--- src/design/msls_pkg.sv ---
// Shared types, codes and constants for the motor safety level supervisor.
// No dependencies; used by msls_next and motor_safety_level_supervisor.
`timescale 1ns / 1ps
`default_nettype none

package msls_pkg;

  localparam int WAIT_COUNT_BITS_DEFAULT = 20;
  localparam int WAIT_RESET_TICKS = 5000;

  // Safety levels, one-hot.
  typedef enum logic [6:0] {
    LV_OFF       = 7'b0000001,
    LV_EMERGENCY = 7'b0000010,
    LV_ON        = 7'b0000100,
    LV_STARTING  = 7'b0001000,
    LV_STOPPING  = 7'b0010000,
    LV_POWER_ON  = 7'b0100000,
    LV_MOVING    = 7'b1000000
  } level_t;

  // Level codes as they appear on the result stream.
  localparam logic [2:0] LVC_OFF       = 3'd0;
  localparam logic [2:0] LVC_EMERGENCY = 3'd1;
  localparam logic [2:0] LVC_ON        = 3'd2;
  localparam logic [2:0] LVC_STARTING  = 3'd3;
  localparam logic [2:0] LVC_STOPPING  = 3'd4;
  localparam logic [2:0] LVC_POWER_ON  = 3'd5;
  localparam logic [2:0] LVC_MOVING    = 3'd6;

  // Command codes carried with each tick.
  localparam logic [2:0] CMD_NONE            = 3'd0;
  localparam logic [2:0] CMD_SWITCH_ON       = 3'd1;
  localparam logic [2:0] CMD_SWITCH_OFF      = 3'd2;
  localparam logic [2:0] CMD_STOP_MOVING     = 3'd3;
  localparam logic [2:0] CMD_ABORT           = 3'd4;
  localparam logic [2:0] CMD_FORCE_EMERGENCY = 3'd5;

  typedef struct packed {
    level_t level;
    logic   running;
  } state_t;

  typedef struct packed {
    state_t state;
    logic   drive_enable;
  } step_t;

  function automatic logic [2:0] level_code(level_t lv);
    logic [2:0] code;
    unique case (lv)
      LV_OFF:       code = LVC_OFF;
      LV_EMERGENCY: code = LVC_EMERGENCY;
      LV_ON:        code = LVC_ON;
      LV_STARTING:  code = LVC_STARTING;
      LV_STOPPING:  code = LVC_STOPPING;
      LV_POWER_ON:  code = LVC_POWER_ON;
      LV_MOVING:    code = LVC_MOVING;
      default:      code = LVC_OFF;
    endcase
    return code;
  endfunction

endpackage

`default_nettype wire

--- src/design/motor_safety_level_supervisor.sv ---
// Motor safety level supervisor: input register, next-state logic, result register.
// Depends on msls_pkg and msls_next.
//
//  channel   | direction | fields (lowest bit up)
//  s_axis    | in        | tdata: emergency_in, drive_ready; tuser: kind
//  m_axis    | out       | tdata: drive_enable, level_now[2:0], control_active
//  cfg_wr    | in        | start_wait_ticks
//
// One tick per cycle while the result is not stalled; input register, then result register.
// The level update sits between the input register and the result register.
// Reset: level off, counter and run flag cleared, start_wait_ticks = 5000 (truncated).
// A stalled result holds the result register; the input register refills behind it
// and then holds until the result moves.
`timescale 1ns / 1ps
`default_nettype none

module motor_safety_level_supervisor #(
  parameter int WAIT_COUNT_BITS = msls_pkg::WAIT_COUNT_BITS_DEFAULT
) (
  input  var logic                       clk,
  input  var logic                       rst,
  input  var logic                       s_axis_tvalid,
  output logic                           s_axis_tready,
  input  var logic [7:0]                 s_axis_tdata,  // emergency_in, drive_ready, pad
  input  var logic [2:0]                 s_axis_tuser,  // kind
  output logic                           m_axis_tvalid,
  input  var logic                       m_axis_tready,
  output logic [7:0]                     m_axis_tdata,  // drive_enable, level_now, control_active, pad
  input  var logic                       cfg_wr_en,
  input  var logic [WAIT_COUNT_BITS-1:0] cfg_wr_data
);

  localparam int CW = WAIT_COUNT_BITS + 1;
  localparam logic [WAIT_COUNT_BITS-1:0] WAIT_RESET =
    WAIT_COUNT_BITS'(msls_pkg::WAIT_RESET_TICKS);

  logic [WAIT_COUNT_BITS-1:0] start_wait_ticks;
  msls_pkg::state_t           state;
  logic [CW-1:0]              act_count;
  msls_pkg::step_t            step;
  logic [CW-1:0]              act_count_next;

  logic       s1_valid;
  logic       s1_emergency;
  logic       s1_ready;
  logic [2:0] s1_kind;
  logic       advance;

  logic       out_valid;
  logic       out_drive_enable;
  logic [2:0] out_level;
  logic       out_active;

  assign advance = s1_valid && (!out_valid || m_axis_tready);
  assign s_axis_tready = !s1_valid || advance;

  always_ff @(posedge clk) begin
    if (rst) begin
      start_wait_ticks <= WAIT_RESET;
    end else if (cfg_wr_en) begin
      start_wait_ticks <= cfg_wr_data;
    end
  end

  always_ff @(posedge clk) begin
    if (rst) begin
      s1_valid <= 1'b0;
    end else if (s_axis_tvalid && s_axis_tready) begin
      s1_valid <= 1'b1;
    end else if (advance) begin
      s1_valid <= 1'b0;
    end
  end

  always_ff @(posedge clk) begin
    if (s_axis_tvalid && s_axis_tready) begin
      s1_emergency <= s_axis_tdata[0];
      s1_ready <= s_axis_tdata[1];
      s1_kind <= s_axis_tuser;
    end
  end

  msls_next #(
    .WAIT_COUNT_BITS(WAIT_COUNT_BITS)
  ) u_next (
    .cur          (state),
    .count        (act_count),
    .wait_ticks   (start_wait_ticks),
    .emergency_in (s1_emergency),
    .drive_ready  (s1_ready),
    .kind         (s1_kind),
    .nxt          (step),
    .count_next   (act_count_next)
  );

  always_ff @(posedge clk) begin
    if (rst) begin
      state.level <= msls_pkg::LV_OFF;
      state.running <= 1'b0;
      act_count <= '0;
      out_valid <= 1'b0;
    end else begin
      if (advance) begin
        state <= step.state;
        act_count <= act_count_next;
        out_valid <= 1'b1;
      end else if (m_axis_tready) begin
        out_valid <= 1'b0;
      end
    end
  end

  always_ff @(posedge clk) begin
    if (advance) begin
      out_drive_enable <= step.drive_enable;
      out_level <= msls_pkg::level_code(step.state.level);
      out_active <= step.state.running;
    end
  end

  assign m_axis_tvalid = out_valid;
  assign m_axis_tdata = {3'b000, out_active, out_level, out_drive_enable};

`ifndef SYNTH
  a_count_only_starting: assert property (@(posedge clk) disable iff (rst)
    (state.level != msls_pkg::LV_STARTING) |-> (act_count == '0))
    else $error("activation count nonzero outside starting level");

  a_enable_matches_level: assert property (@(posedge clk) disable iff (rst)
    m_axis_tvalid |-> (m_axis_tdata[0] ==
      ((m_axis_tdata[3:1] == msls_pkg::LVC_POWER_ON) ||
       (m_axis_tdata[3:1] == msls_pkg::LVC_MOVING))))
    else $error("drive enable disagrees with level");

  a_hold_on_stall: assert property (@(posedge clk) disable iff (rst)
    (m_axis_tvalid && !m_axis_tready) |-> !advance)
    else $error("state advanced while result stalled");

  a_result_follows: assert property (@(posedge clk) disable iff (rst)
    advance |=> m_axis_tvalid)
    else $error("result register not loaded after advance");
`endif

endmodule

`default_nettype wire

--- src/design/msls_next.sv ---
// Next-state logic for one safety tick: level transition, counter, run flag.
// Depends on msls_pkg.
`timescale 1ns / 1ps
`default_nettype none

module msls_next #(
  parameter int WAIT_COUNT_BITS = msls_pkg::WAIT_COUNT_BITS_DEFAULT
) (
  input  var msls_pkg::state_t         cur,
  input  var logic [WAIT_COUNT_BITS:0] count,
  input  var logic [WAIT_COUNT_BITS-1:0] wait_ticks,
  input  var logic                     emergency_in,
  input  var logic                     drive_ready,
  input  var logic [2:0]               kind,
  output msls_pkg::step_t              nxt,
  output logic [WAIT_COUNT_BITS:0]     count_next
);

  localparam int CW = WAIT_COUNT_BITS + 1;

  msls_pkg::level_t lv;
  msls_pkg::level_t lv_next;
  logic             running_next;
  logic             in_mid;
  logic             trip;
  logic             abort_hit;
  logic             cmd_hit;
  msls_pkg::level_t cmd_level;
  logic [CW-1:0]    count_inc;
  logic [CW-1:0]    count_rule;

  always_comb begin
    lv = cur.level;
    in_mid = (lv != msls_pkg::LV_OFF) && (lv != msls_pkg::LV_EMERGENCY);
    trip = in_mid && (emergency_in || (lv == msls_pkg::LV_MOVING && !drive_ready));
    abort_hit = (kind == msls_pkg::CMD_ABORT) && (lv != msls_pkg::LV_OFF);

    cmd_hit = 1'b1;
    cmd_level = msls_pkg::LV_OFF;
    priority if (kind == msls_pkg::CMD_SWITCH_ON && lv == msls_pkg::LV_OFF) begin
      cmd_level = msls_pkg::LV_ON;
    end else if (kind == msls_pkg::CMD_SWITCH_OFF && lv == msls_pkg::LV_ON) begin
      cmd_level = msls_pkg::LV_OFF;
    end else if (kind == msls_pkg::CMD_STOP_MOVING && lv == msls_pkg::LV_MOVING) begin
      cmd_level = msls_pkg::LV_POWER_ON;
    end else if (kind == msls_pkg::CMD_FORCE_EMERGENCY && in_mid) begin
      cmd_level = msls_pkg::LV_EMERGENCY;
    end else begin
      cmd_hit = 1'b0;
    end

    count_inc = (count == {CW{1'b1}}) ? count : count + CW'(1);

    lv_next = lv;
    running_next = cur.running;
    count_rule = count;
    priority if (trip) begin
      lv_next = msls_pkg::LV_EMERGENCY;
    end else if (abort_hit) begin
      lv_next = msls_pkg::LV_STOPPING;
    end else if (cmd_hit) begin
      lv_next = cmd_level;
    end else begin
      unique case (lv)
        msls_pkg::LV_EMERGENCY: begin
          if (!emergency_in) lv_next = msls_pkg::LV_ON;
        end
        msls_pkg::LV_ON: begin
          running_next = 1'b0;
          lv_next = msls_pkg::LV_STARTING;
        end
        msls_pkg::LV_STARTING: begin
          running_next = 1'b1;
          count_rule = count_inc;
          if (count_inc > {1'b0, wait_ticks}) lv_next = msls_pkg::LV_POWER_ON;
        end
        msls_pkg::LV_STOPPING: begin
          running_next = 1'b0;
          lv_next = msls_pkg::LV_OFF;
        end
        msls_pkg::LV_POWER_ON: begin
          if (drive_ready) lv_next = msls_pkg::LV_MOVING;
        end
        default: begin
          lv_next = lv;
        end
      endcase
    end

    count_next = (lv_next != lv) ? '0 : count_rule;
    nxt.state.level = lv_next;
    nxt.state.running = running_next;
    nxt.drive_enable = (lv_next == msls_pkg::LV_POWER_ON) || (lv_next == msls_pkg::LV_MOVING);
  end

endmodule

`default_nettype wire

--- config.mk ---
export PLATFORM = sky130hd
export DESIGN_NAME = motor_safety_level_supervisor
export DESIGN_NICKNAME = d
export VERILOG_FILES = /design/src/design/msls_pkg.sv /design/src/design/motor_safety_level_supervisor.sv /design/src/design/msls_next.sv
export SDC_FILE = /design/constraint.sdc
export NUM_CORES = 1
export LEC_CHECK = 0
export BUFFER_PORTS_ARGS = -buffer_cell sky130_fd_sc_hd__buf_2
export CORE_MARGIN = 4
export CORE_UTILIZATION = 64
export CTS_BUF_LIST = sky130_fd_sc_hd__clkbuf_16
export CTS_CLUSTER_SIZE = 14
export DETAILED_ROUTE_END_ITERATION = 7
export PLACE_DENSITY = 0.86
export SETUP_SLACK_MARGIN = 0.02
export SYNTH_ARGS = -nofsm -noshare
export SYNTH_HDL_FRONTEND = slang
export SYNTH_HIERARCHICAL = 1
export SYNTH_SLANG_ARGS = --single-unit
export TNS_END_PERCENT = 10
--- constraint.sdc ---
create_clock -name clk -period 10.08 [get_ports clk]
set_input_delay 2.016 -clock clk [delete_from_list [all_inputs] [get_ports clk]]
set_output_delay 2.016 -clock clk [all_outputs]
set_load 0.01 [all_outputs]
# Word level (Yosys, flattened, before mapping)
# Cells that the tools add are included.
dict set report classes {
  eq_ne 25
  n_addsub 1
  muxes 30
  reduce_logical 22
  order_cmp 1
}
# cell n
set op_table {}
lappend op_table {{two-way mux 21 bit} 6}
lappend op_table {{two-way mux 7 bit} 9}
lappend op_table {{one-hot mux 7 bit (5 select lines)} 1}
lappend op_table {{adder 21 x 1 -> 21 bit, second input constant} 1}
lappend op_table {{== test 21 bit, second input constant} 1}
lappend op_table {{greater-than comparator 21 x 20 -> 1 bit} 1}
lappend op_table {{one-hot mux 3 bit (6 select lines)} 1}
lappend op_table {{== test 7 x 2 -> 1 bit, second input constant} 2}
lappend op_table {{== test 7 x 3 -> 1 bit, second input constant} 2}
lappend op_table {{== test 7 x 4 -> 1 bit, second input constant} 2}
lappend op_table {{== test 7 x 5 -> 1 bit, second input constant} 2}
lappend op_table {{== test 7 x 6 -> 1 bit, second input constant} 2}
lappend op_table {{== test 7 bit, second input constant} 2}
lappend op_table {{two-way mux 1 bit} 11}
lappend op_table {{logical AND 1 bit} 10}
lappend op_table {{== test 7 x 1 -> 1 bit, second input constant} 1}
lappend op_table {{inequality test 7 x 1 -> 1 bit, second input constant} 1}
lappend op_table {{inequality test 7 x 2 -> 1 bit, second input constant} 1}
lappend op_table {{inequality test 7 bit} 1}
lappend op_table {{== test 3 x 2 -> 1 bit, second input constant} 2}
lappend op_table {{== test 3 bit, second input constant} 2}
lappend op_table {{inequality test 2 bit, second input constant} 3}
lappend op_table {{nonzero test 2 bit} 3}
lappend op_table {{AND reduction 5 bit} 1}
lappend op_table {{other kinds (6)} 11}
dict set report totals {
  reg_bits 61
  input_bits 36
  elab_cells 91
}

# Logic depth before layout (Yosys ltp)
# Gate-level depths: netlist of run 1.
dict set report depth {
  ltp_word 13
  mapped_depth 19
  depth_no_buf 17
}

# Hierarchy
# The synthesis of run 1 kept the hierarchy.
# mod instances seq_area_each_um2 cells_per_inst area_each_um2
set modules_own_cells {}
lappend modules_own_cells {motor_safety_level_supervisor 1 1321.3 231 2560.0}
lappend modules_own_cells {msls_next 1 0.0 331 2259.7}

# Worst setup path after synthesis of run 1
# OpenSTA, ideal clock, no wires.
dict set report synth_timing {
  path_type {register -> register}
  startpoint {reg act_count[2]}
  endpoint {reg out_level[0], data pin}
  slack_ns 5.819
  stages_incl_launch_ff 18
  synth_period_minus_slack_ns 4.261
  t_arrival_ns 4.005
  required_time_ns 9.824
  path_cell_list {dfxtp_1 > clkbuf_1 > and4_1 > nand4_1 > o41a_1 > and2_1 > nor2b_1 > xnor2_1 > ha_1 > nand2_1 > nor3_1 > a2111o_1 > nor4_1 > o31ai_1 > a221oi_1 > nor2_1 > xor2_1 > o211a_1}
}
# element line_no
set synth_rtl {}
lappend synth_rtl {{start: declaration} motor_safety_level_supervisor.sv:39} ;# logic [CW-1:0] act_count;
lappend synth_rtl {{start signal: assignment} motor_safety_level_supervisor.sv:105} ;# act_count <= act_count_next;
lappend synth_rtl {{end signal: assignment} motor_safety_level_supervisor.sv:116} ;# out_level <= msls_pkg::level_code(step.state.level);
lappend synth_rtl {{end: declaration} motor_safety_level_supervisor.sv:51} ;# logic [2:0] out_level;

==> results of run 1 <==
## power breakdown
group	internal [mW]	switching [mW]	leakage, nW
clock	0.213	0.109	0.155
combinational	0.0292	0.0377	1.48
sequential	0.256	0.00631	0.513
total	0.498	0.153	2.15
## through the flow
| step | area, um2 | utilization | hold WS [ps] |
|---|---|---|---|
| after detailed placement | 4840 | 0.663 | 489 |
| after CTS | 5140 | 0.705 | 501 |
| after global placement | 4840 | 0.663 | 477 |
| after global routing | 5140 | 0.705 | 536 |
| after floorplan | 4830 | - | 447 |
| final | 5140 | 0.705 | 495 |
## layout by cell type, fill, tap and decap left out, types with 4 or more instances in the layout
cell / netlist / final
xor2_1: 19 / 19
ha_1: 21 / 21
o21bai_1: 4 / 4
xnor2_1: 23 / 23
nand4_1: 10 / 10
nand3_1: 13 / 13
o21ai_0: 11 / 11
nand2b_1: 63 / 63
nor3b_1: 4 / 4
edfxtp_1: 10 / 10
a211o_1: 8 / 8
nor3_1: 7 / 7
nor4_1: 6 / 6
nand2_1: 30 / 30
clkbuf_16: 0 / 9
inv_1: 26 / 27
nor2b_1: 14 / 14
nor4b_1: 4 / 4
nor2_1: 62 / 62
buf_2: 7 / 36
a21oi_1: 20 / 20
and2_1: 6 / 6
dfxtp_1: 51 / 51
mux2i_1: 47 / 47
and3_1: 7 / 7
## flip-flops by register name, indices dropped and copies added (netlist names)
name and cells:
act_count 21, start_wait_ticks 20, state 8, out_level 3
s1_kind 3, m_axis_tvalid 1, out_active 1, out_drive_enable 1
s1_emergency 1, s1_ready 1, s1_valid 1
## logic make-up (layout without fill, tap and decap cells)
| kind of cell | Yosys count | count (layout) | share of synthesized area |
|---|---|---|---|
| AND/OR/NAND/NOR | 253 | 253 | 0.299 |
| AO/OA/AOI/OAI | 73 | 73 | 0.109 |
| buffers and inverters | 62 | 79 | 0.0841 |
| flip-flops | 61 | 61 | 0.274 |
| multiplexers | 49 | 49 | 0.102 |
| XOR/XNOR | 42 | 42 | 0.0763 |
| adder cells (fa/ha/maj) | 21 | 21 | 0.0545 |
| other | 1 | 3 | 0.000778 |
## worst register-to-register path, cell delays in order, from the launching register on
cell and delay (ps):
dfxtp_1 460, nand4_1 180, or3_1 480, o311ai_1 720, or2_2 280, nor2_1 70
xnor2_1 170, ha_1 280, a21oi_1 150, nor3_1 70, a2111o_1 410, nor4_1 280
o31ai_1 210, a221oi_1 460, nor2_1 220, xor2_1 190, o211a_1 240
## routing by layer
metal	GRT usage	vias to the layer above	wire (um)	part of all wire
met3	0.0367	40	530	0.048
met5	0	-	0	0
met1	0.291	1943	4390	0.40
met2	0.464	161	5650	0.51
met4	0.159	0	476	0.043
li1	-	1976	-	-
## layout make-up
cell class / count / area (um2)
clock inverter: 7 / 81.3
timing repair buffer: 37 / 188
inverter: 26 / 97.6
tap: 99 / 124
multi-input combinational: 441 / 3110
clock buffer: 9 / 225
fill: 612 / 2150
sequential: 61 / 1320
## worst max-delay path by stage
stage | end | slack [ps] | cells past startpoint
detailed placement | out_level[0]$_DFFE_PP_ | 5270 | 16
global placement | out_level[0]$_DFFE_PP_ | 5250 | 16
global route | out_level[1]$_DFFE_PP_ | 4790 | 17
CTS | out_level[0]$_DFFE_PP_ | 5120 | 16
finish | out_level[0]$_DFFE_PP_ | 4960 | 16
floorplan | s_axis_tready | 5820 | 2
==> metrics, run 1 <==
Hold EP state[0]$_SDFFE_PP0P_; cell taking the most area after synthesis dfxtp_1; DR pass1 iterations 5; pre-CTS setup slack 5270 ps; Fmax 0.195 GHz; post-route minimum period 5120 ps; die area 8980 um2; Post-CTS Resized 0; final setup skew 7.42 ps; post-CTS setup buffer count 0; fraction of layout cells with a size suffix above 1 0.122; Syn Std Cell Area 4820 um2; Cells after DPL 664; crit share post-route 0.508; reg-to-reg critical path startpoint act_count[11]$_SDFFE_PP0P_; CP arrival 5190 ps; final cell count without fillers 680; pin count of the biggest net entering global routing 81; Synth-to-Final Area Change 6.70%; worst r2r path cells 16; max-cap viol count 0; total power 0.650 mW; Antenna Diode Count 0; worst skew pair latency 330 ps; vias in the first global route 4045; TritonCTS clock tree yes; clk buf depth 2; starting density of the core 0.661; Worst-Margin Slew 1090 ps; top cells by count, synth nand2b_1, nor2_1, dfxtp_1; delay-heaviest family, CP compound AO/OA/AOI/OAI gates; DPL Wire Length 7680 um; DRC violations left 0; hold_buf cts 0; Worst Setup Path Type flop to flop; routed len/inst 16.2 um; Setup WS post-layout 4960 ps; reg2reg end out_level[0]$_DFFE_PP_; crit path cell chain nand4_1 > or3_1 > o311ai_1 > or2_2 > nor2_1 > xnor2_1 > ha_1 > a21oi_1 > nor3_1 > a2111o_1 > nor4_1 > o31ai_1 > a221oi_1 > nor2_1 > xor2_1 > o211a_1; Main synth FF type dfxtp_1; Yosys top cell area share 0.212; Seq cells post-synth 61; Crit path top cell by count nor2_1; first-pass GRT wire length 18600 um; via count 4120; Root Driver clkbuf_16; VDD IR max 96.2 uV; TritonCTS Sinks 61; final setup violation count 0; Buf/Inv on CP 0; CP Max Fanout 9; async set-reset flop share out of synthesis 0; nets 633; initial antenna violation count 0; average size of a mapped cell 8.58 um2; Critical Path Max Stage Delay 710 ps; number of flops mapped to enable cells by yosys 10; count of pins over their slew limit 0; Port Buffers 36; Routed Wire Length 11000 um; Final ANT Viol Nets 0; drt via density 6.06; clock buffer count from CTS 9; synth top area cells dfxtp_1, mux2i_1, nand2b_1; setup TNS 0 ps; Reg clk slew, reported paths 50 ps; most frequent cell after synthesis nand2b_1; Hold Path Cell Cnt 2; crit end category flop; worst path required time 10160 ps; PD cells 126 nW/um2; Slew Limit Headroom 0.271; number of H-tree levels 3; height of the die 94.8 um; critical path's slowest cell o311ai_1; status completed; Initial DRC Count 295; sequential-to-total area share from yosys stat 0.274; RSZ-0062 raised after global routing no; worst hold start state[0]$_SDFFE_PP0P_; P_leak 2.15 nW; source of the critical timing path act_count[11]$_SDFFE_PP0P_; core area 7290 um2; Hold Violations, Final 0; Syn. warnings 6; # IOs 46; width of the die 94.8 um; worst min path class flop to flop; type of origin of the critical path flop; total grt overflow 0; Rows 31; flop-to-flop setup slack 4960 ps; Syn Inst Count 562; All-Layer GR Usage 0.260; gp weighted congestion 0.958; Yosys cell types 74
(Power assumes the default switching activity.)
==> run 2, diff against run 1 <==
--- a/config.mk
+++ b/config.mk
@@ -7,11 +7,11 @@
 export LEC_CHECK = 0
 export BUFFER_PORTS_ARGS = -buffer_cell sky130_fd_sc_hd__buf_2
 export CORE_MARGIN = 4
-export CORE_UTILIZATION = 64
+export CORE_UTILIZATION = 55
 export CTS_BUF_LIST = sky130_fd_sc_hd__clkbuf_16
 export CTS_CLUSTER_SIZE = 14
 export DETAILED_ROUTE_END_ITERATION = 7
-export PLACE_DENSITY = 0.86
+export PLACE_DENSITY = 0.79
 export SETUP_SLACK_MARGIN = 0.02
 export SYNTH_ARGS = -nofsm -noshare
 export SYNTH_HDL_FRONTEND = slang
==> constraint.sdc (replaced) <==
create_clock -name clk -period 4.7 [get_ports clk]
set_input_delay 0.94 -clock clk [delete_from_list [all_inputs] [get_ports clk]]
set_output_delay 0.94 -clock clk [all_outputs]
set_load 0.01 [all_outputs]
==> run 2 against run 1 <==
  * Total power is 110% higher
  * Register-to-register slack worse by 4700 ps
  * Routed wire length is 1.5% lower
  * Combinational power up 120%
  * Worst hold slack lost 0.52 ps
  * Clock skew is 0.67 ps higher
  * Sequential share of layout area down 0.65 points
  * Clock-buffer cell count unchanged
  * Non-clock buffer count increased by 14
  * Critical path depth increased by 1
  * Design area up 2.7%
  * Critical endpoint unchanged
  * Largest cell class unchanged
  * Largest power group unchanged
==> metrics, run 2 (synthesis results as in run 1) <==
status completed; TritonCTS clock tree yes; Hold Path Cell Cnt 2 (unchanged); gp weighted congestion 0.915 (-4.4%); crit end category flop; routed len/inst 15.5 um (-4.3%); most frequent cells in the layout nand2b_1, nor2_1, dfxtp_1, mux2i_1, buf_2; drt via density 5.81 (-4.1%); met1 GRT Util 0.252 (-0.0388); M3 GR Usage 0.0393 (+0.00260); total grt overflow 0 (unchanged); die area 10300 um2 (+15%); TritonCTS Sinks 61 (unchanged); Synth-to-Final Area Change 9.55%; Port Buffers 36 (unchanged); post-route minimum period 4440 ps (-675 ps); pin count of the biggest net entering global routing 81 (unchanged); Hold EP start_wait_ticks[5]$_SDFFE_PP0P_; largest register by flop count act_count; Routed Wire Length 10900 um (-1.5%); Rows 33 (+6.5%); type of origin of the critical path flop; worst hold start start_wait_ticks[5]$_SDFFE_PP0P_; DR pass1 iterations 5 (unchanged); Post-CTS Resized 0 (unchanged); reg2reg end out_level[0]$_DFFE_PP_; P_leak 2.21 nW (+2.9%); fraction of layout cells with a size suffix above 1 0.158 (+0.0358); clock buffer count from CTS 9 (unchanged); RSZ-0062 raised after global routing no; post-CTS setup buffer count 0 (unchanged); Worst-Margin Slew 1100 ps (+8.46 ps); crit share post-route 0.945 (+0.437); worst min path class flop to flop; count of pins over their slew limit 0 (unchanged); Reg clk slew, reported paths 60 ps (about the same); worst path required time 4780 ps (-5380 ps); via count 4067 (-1.3%); final setup violation count 0 (unchanged); clk buf depth 2 (unchanged); hold_buf cts 0 (unchanged); final setup skew 8.09 ps (+0.674 ps); worst skew pair latency 330 ps (about the same); GR Util met2 0.387 (-0.0766); PD cells 260 nW/um2 (+110%); crit path cell chain nand4_1 > or3_4 > o41a_1 > and2_1 > nor2b_1 > xnor2_1 > ha_1 > nand2_1 > nor3_1 > a2111o_1 > nor4_2 > o31ai_2 > o21bai_1 > a22oi_1 > nor2_2 > xor2_1 > o211a_1; CP Max Fanout 9 (unchanged); worst r2r path cells 17 (+1); DPL Wire Length 7530 um (-2.0%); Fmax 0.225 GHz (+15%); Critical Path Max Stage Delay 430 ps (-280 ps); max-cap viol count 0 (unchanged); All-Layer GR Usage 0.218 (-0.0418); critical path's slowest cell a2111o_1; Initial DRC Count 261 (-12%); width of the die 102 um (+7.2%); DRC violations left 0 (unchanged); setup TNS 0 ps (unchanged); Regs by FF count act_count x21, start_wait_ticks x20, state x8; height of the die 102 um (+7.2%); starting density of the core 0.575 (-0.0859); Worst Setup Path Type flop to flop; initial antenna violation count 0 (unchanged); core area 8380 um2 (+15%); leading cell type in the layout, fill and taps excluded nand2b_1; Root Driver clkbuf_16; Slew Limit Headroom 0.265 (-0.00564); Final ANT Viol Nets 0 (unchanged); Antenna Diode Count 0 (unchanged); total power 1.37 mW (+110%); Most Crowded Layer GR met2; first-pass GRT wire length 18200 um (-2.0%); Hold Violations, Final 0 (unchanged); vias in the first global route 3998 (-1.2%); CP arrival 4520 ps (-670 ps); VDD IR max 174 uV (+81%); reg-to-reg critical path startpoint act_count[13]$_SDFFE_PP0P_; max reg flops 21 (unchanged); nets 647 (+2.2%); flop-to-flop setup slack 260 ps (-4710 ps); number of H-tree levels 3 (unchanged); # IOs 46 (unchanged)
-- run 2: changes by cell type in the layout (fill, tap and decap cells not counted), moves of 2 or more --
cell        previous run  this run
clkinv_2               2         0
inv_6                  0         2
buf_4                  1        15
clkinvlp_4             0         2
-- run 2: report_power, final --
part / internal [mW] / total, mW / switching, mW / leakage, nW
sequential: 0.548 / 0.561 / 0.0135 / 0.514
clock: 0.412 / 0.666 / 0.254 / 0.140
combinational: 0.0641 / 0.146 / 0.0815 / 1.56
-- run 2: cell type report --
type / count / area, um2
Clock buffer: 9 / 225
Clock inverter: 7 / 72.6
Fill cell: 706 / 3100
Inverter: 26 / 97.6
Multi-Input combinational cell: 441 / 3140
Sequential cell: 61 / 1320
Tap cell: 105 / 131
Timing Repair Buffer: 51 / 293
-- run 2: how the worst max path moves through the flow --
stage | start | slack (ps) | end | depth (start not counted)
2_1_floorplan | act_count[2]$_SDFFE_PP0P_ | 440 | out_level[0]$_DFFE_PP_ | 17
3_3_place_gp | act_count[13]$_SDFFE_PP0P_ | 230 | out_level[0]$_DFFE_PP_ | 16
3_5_place_dp | act_count[13]$_SDFFE_PP0P_ | 110 | out_level[0]$_DFFE_PP_ | 16
4_1_cts | act_count[13]$_SDFFE_PP0P_ | 60 | out_level[0]$_DFFE_PP_ | 16
5_1_grt | act_count[13]$_SDFFE_PP0P_ | 20 | out_level[0]$_DFFE_PP_ | 17
6_report | act_count[13]$_SDFFE_PP0P_ | 260 | out_level[0]$_DFFE_PP_ | 17
-- run 2: stage by stage --
stage / hold slack (ps) / util / instance area, um2 / worst slack (ps) / instances
finish: 495 / 0.630 / 5280 / 258 / 700
floorplan: 447 / - / 4830 / 439 / 564
global placement: 478 / 0.590 / 4950 / 228 / 684
global route: 535 / 0.630 / 5280 / 22.2 / 700
CTS: 499 / 0.626 / 5250 / 62.2 / 700
detailed placement: 487 / 0.590 / 4950 / 105 / 684
-- run 2: metal layers --
| metal | up-vias | share of wire |
|---|---|---|
| li1 | 1999 | - |
| met1 | 1934 | 0.41 |
| met2 | 112 | 0.52 |
| met3 | 22 | 0.044 |
| met4 | 0 | 0.025 |
| met5 | - | 0 |
-- run 2: critical path: cells and delay by family, from the launching register on --
kind                       cells  cell delay, ps
AOI/OAI and AO/OA              6            1480
DFF                            1             410
and+or+nand+nor                8            1740
xor gates and xnor gates       2             290
adders and majority gates      1             260
==> run 3, diff against run 2 <==
--- a/config.mk
+++ b/config.mk
@@ -12,6 +12,7 @@
 export CTS_CLUSTER_SIZE = 14
 export DETAILED_ROUTE_END_ITERATION = 7
 export PLACE_DENSITY = 0.79
+export RECOVER_POWER = 100
 export SETUP_SLACK_MARGIN = 0.02
 export SYNTH_ARGS = -nofsm -noshare
 export SYNTH_HDL_FRONTEND = slang
==> run 3 against run 2 <==
  * The run now ends with max-capacitance violations, max-slew violations left
  * Clock skew about the same
  * Fmax down 0.64%
  * Register-to-register slack worse by 30 ps
  * Global-route usage unchanged
  * Sequential share of layout area up 0.13 points
  * First-iteration DRC count up 2.7%
  * Combinational power about the same
  * Critical path type unchanged
==> metrics, run 3 (synthesis results as in run 1) <==
status complete, but fails checks; failing checks max-capacitance violations, max-slew violations; reg-to-reg critical path startpoint act_count[13]$_SDFFE_PP0P_; Register Area 1320 um2 (unchanged); CP arrival 4660 ps (+140 ps); type of origin of the critical path flop; Regs by FF count act_count x21, start_wait_ticks x20, state x8; Final Cell Area 5250 um2 (-0.52%); Placed Area 4950 um2 (unchanged); Hold Violations, Final 0 (unchanged); setup TNS 0 ps (unchanged); Final ANT Viol Nets 0 (unchanged); VDD IR max 174 uV (+0.14%); total grt overflow 0 (unchanged); Fmax 0.224 GHz (-0.64%); Worst Setup Path Type flop to flop; Initial DRC Count 268 (+2.7%); post-route minimum period 4470 ps (+28.7 ps); DPL Wire Length 7530 um (unchanged); Root Driver clkbuf_16; final setup skew 8.44 ps (+0.344 ps); die area 10300 um2 (unchanged); leading cell type in the layout, fill and taps excluded nand2b_1; total power 1.38 mW (+0.16%); clock buffer count from CTS 9 (unchanged); Rows 33 (unchanged); Worst-Margin Slew 2610 ps (+1500 ps); via count 4101 (+0.84%); P_leak 2.18 nW (-1.4%); largest register by flop count act_count; TritonCTS Sinks 61 (unchanged); first-pass GRT wire length 18200 um (unchanged); Slew Limit Headroom -0.737 (-1.00); DRC violations left 0 (unchanged); Antenna Diode Count 0 (unchanged); # IOs 46 (unchanged); worst min path class flop to flop; number of H-tree levels 3 (unchanged); height of the die 102 um (unchanged); Cells after DPL 684 (unchanged); Synth-to-Final Area Change 8.98%; hold_buf cts 0 (unchanged); worst skew pair latency 330 ps (about the same); starting density of the core 0.575 (unchanged); crit share post-route 0.951 (+0.00610); max-cap viol count 2 (+2); core area 8380 um2 (unchanged); combinational power share 0.106 (about the same); width of the die 102 um (unchanged); RSZ-0062 raised after global routing no; Reg power frac 0.408 (about the same); gp weighted congestion 0.915 (unchanged); All-Layer GR Usage 0.218 (unchanged); Net Sw Power 0.350 mW (+0.32%); routed len/inst 15.5 um (-0.28%); initial antenna violation count 0 (unchanged); final cell count without fillers 700 (unchanged); worst r2r path cells 15 (-2); nets 647 (unchanged); vias in the first global route 3998 (unchanged); CP Capture Point out_level[2]$_DFFE_PP_; reg2reg end out_level[2]$_DFFE_PP_; pin count of the biggest net entering global routing 81 (unchanged); P_int 1.03 mW (+0.10%); TritonCTS clock tree yes; CP Max Fanout 9 (unchanged); drt via density 5.86 (+0.84%); worst path required time 4890 ps (+110 ps); Multi-input gate area 3130 um2 (-0.32%); final setup violation count 0 (unchanged); clock group share of total power 0.486 (about the same); crit end category flop; max reg flops 21 (unchanged); fill count 711 (+0.71%); count of pins over their slew limit 116 (+116); Port Buffers 36 (unchanged); Reg clk slew, reported paths 60 ps (about the same); most frequent cells in the layout nand2b_1, nor2_1, dfxtp_1, mux2i_1, nand2_1; DR pass1 iterations 6 (+1); Net Sw Frac 0.255 (+0.000410); source of the critical timing path act_count[13]$_SDFFE_PP0P_; fraction of layout cells with a size suffix above 1 0.136 (-0.0218); flop-to-flop setup slack 230 ps (-30 ps); clk buf depth 2 (unchanged); PD cells 262 nW/um2 (+0.68%); Routed Wire Length 10800 um (-0.28%)
[run 3: power groups by stage]
stage          clock network (mW)  registers (mW)  logic, mW
6_report                    0.668           0.562      0.146
4_1_cts                     0.684           0.561      0.144
3_5_place_dp                    0           0.572      0.143
2_1_floorplan                   0           0.568      0.121
5_1_grt                     0.700           0.564      0.160
3_3_place_gp                    0           0.572      0.137
[run 3: repair_timing]
item	CTS	global route
endpoints found under the hold margin	0	0
setup endpoints to repair	0	6
setup buffers	0	0
gates resized for setup	0	7
[run 3: critical path: stages, from the launching register on]
cell      delay (ps)
dfxtp_1          410
nand4_1          170
or3_4            420
or4_1            470
mux2_1           380
ha_1             300
nor2b_1          140
o21bai_1          80
a311oi_1         360
nor4_2           100
o31ai_2          440
o21bai_1         140
a22oi_1          240
nor2_2           130
or4_1            420
nor2_1           120
[run 3: cell type report]
| class | instances | share of cell area |
|---|---|---|
| clock inverter | 7 | 0.0138 |
| multi-input combinational | 441 | 0.596 |
| inverter | 26 | 0.0186 |
| tap | 105 | 0.0250 |
| timing repair buffer | 51 | 0.0524 |
| clock buffer | 9 | 0.0429 |
| sequential | 61 | 0.252 |
[run 3: worst min-delay path by stage]
stage	slack [ps]	from	endpoint	cells past startpoint
finish	490	start_wait_ticks[5]$_SDFFE_PP0P_	start_wait_ticks[5]$_SDFFE_PP0P_	2
global route	530	start_wait_ticks[5]$_SDFFE_PP0P_	start_wait_ticks[5]$_SDFFE_PP0P_	2
CTS	500	start_wait_ticks[5]$_SDFFE_PP0P_	start_wait_ticks[5]$_SDFFE_PP0P_	2
detailed placement	490	start_wait_ticks[1]$_SDFFE_PP0P_	start_wait_ticks[1]$_SDFFE_PP0P_	2
global placement	480	start_wait_ticks[17]$_SDFFE_PP0P_	start_wait_ticks[17]$_SDFFE_PP0P_	2
floorplan	450	act_count[16]$_SDFFE_PP0P_	act_count[16]$_SDFFE_PP0P_	2
[run 3: per-layer routing]
| metal | global-route usage | up-vias | wire (um) |
|---|---|---|---|
| met5 | 0 | - | 0 |
| met4 | 0.106 | 0 | 308 |
| met3 | 0.0393 | 28 | 494 |
| met2 | 0.387 | 129 | 5560 |
| met1 | 0.252 | 1943 | 4480 |
| li1 | - | 2001 | - |
[run 3: stage by stage]
stage / worst slack, ps / hold slack (ps) / util
after detailed placement: 105 / 487 / 0.590
after floorplan: 439 / 447 / -
after CTS: 62.2 / 499 / 0.626
final: 229 / 495 / 0.627
after global placement: 228 / 478 / 0.590
after global routing: 22.2 / 535 / 0.627
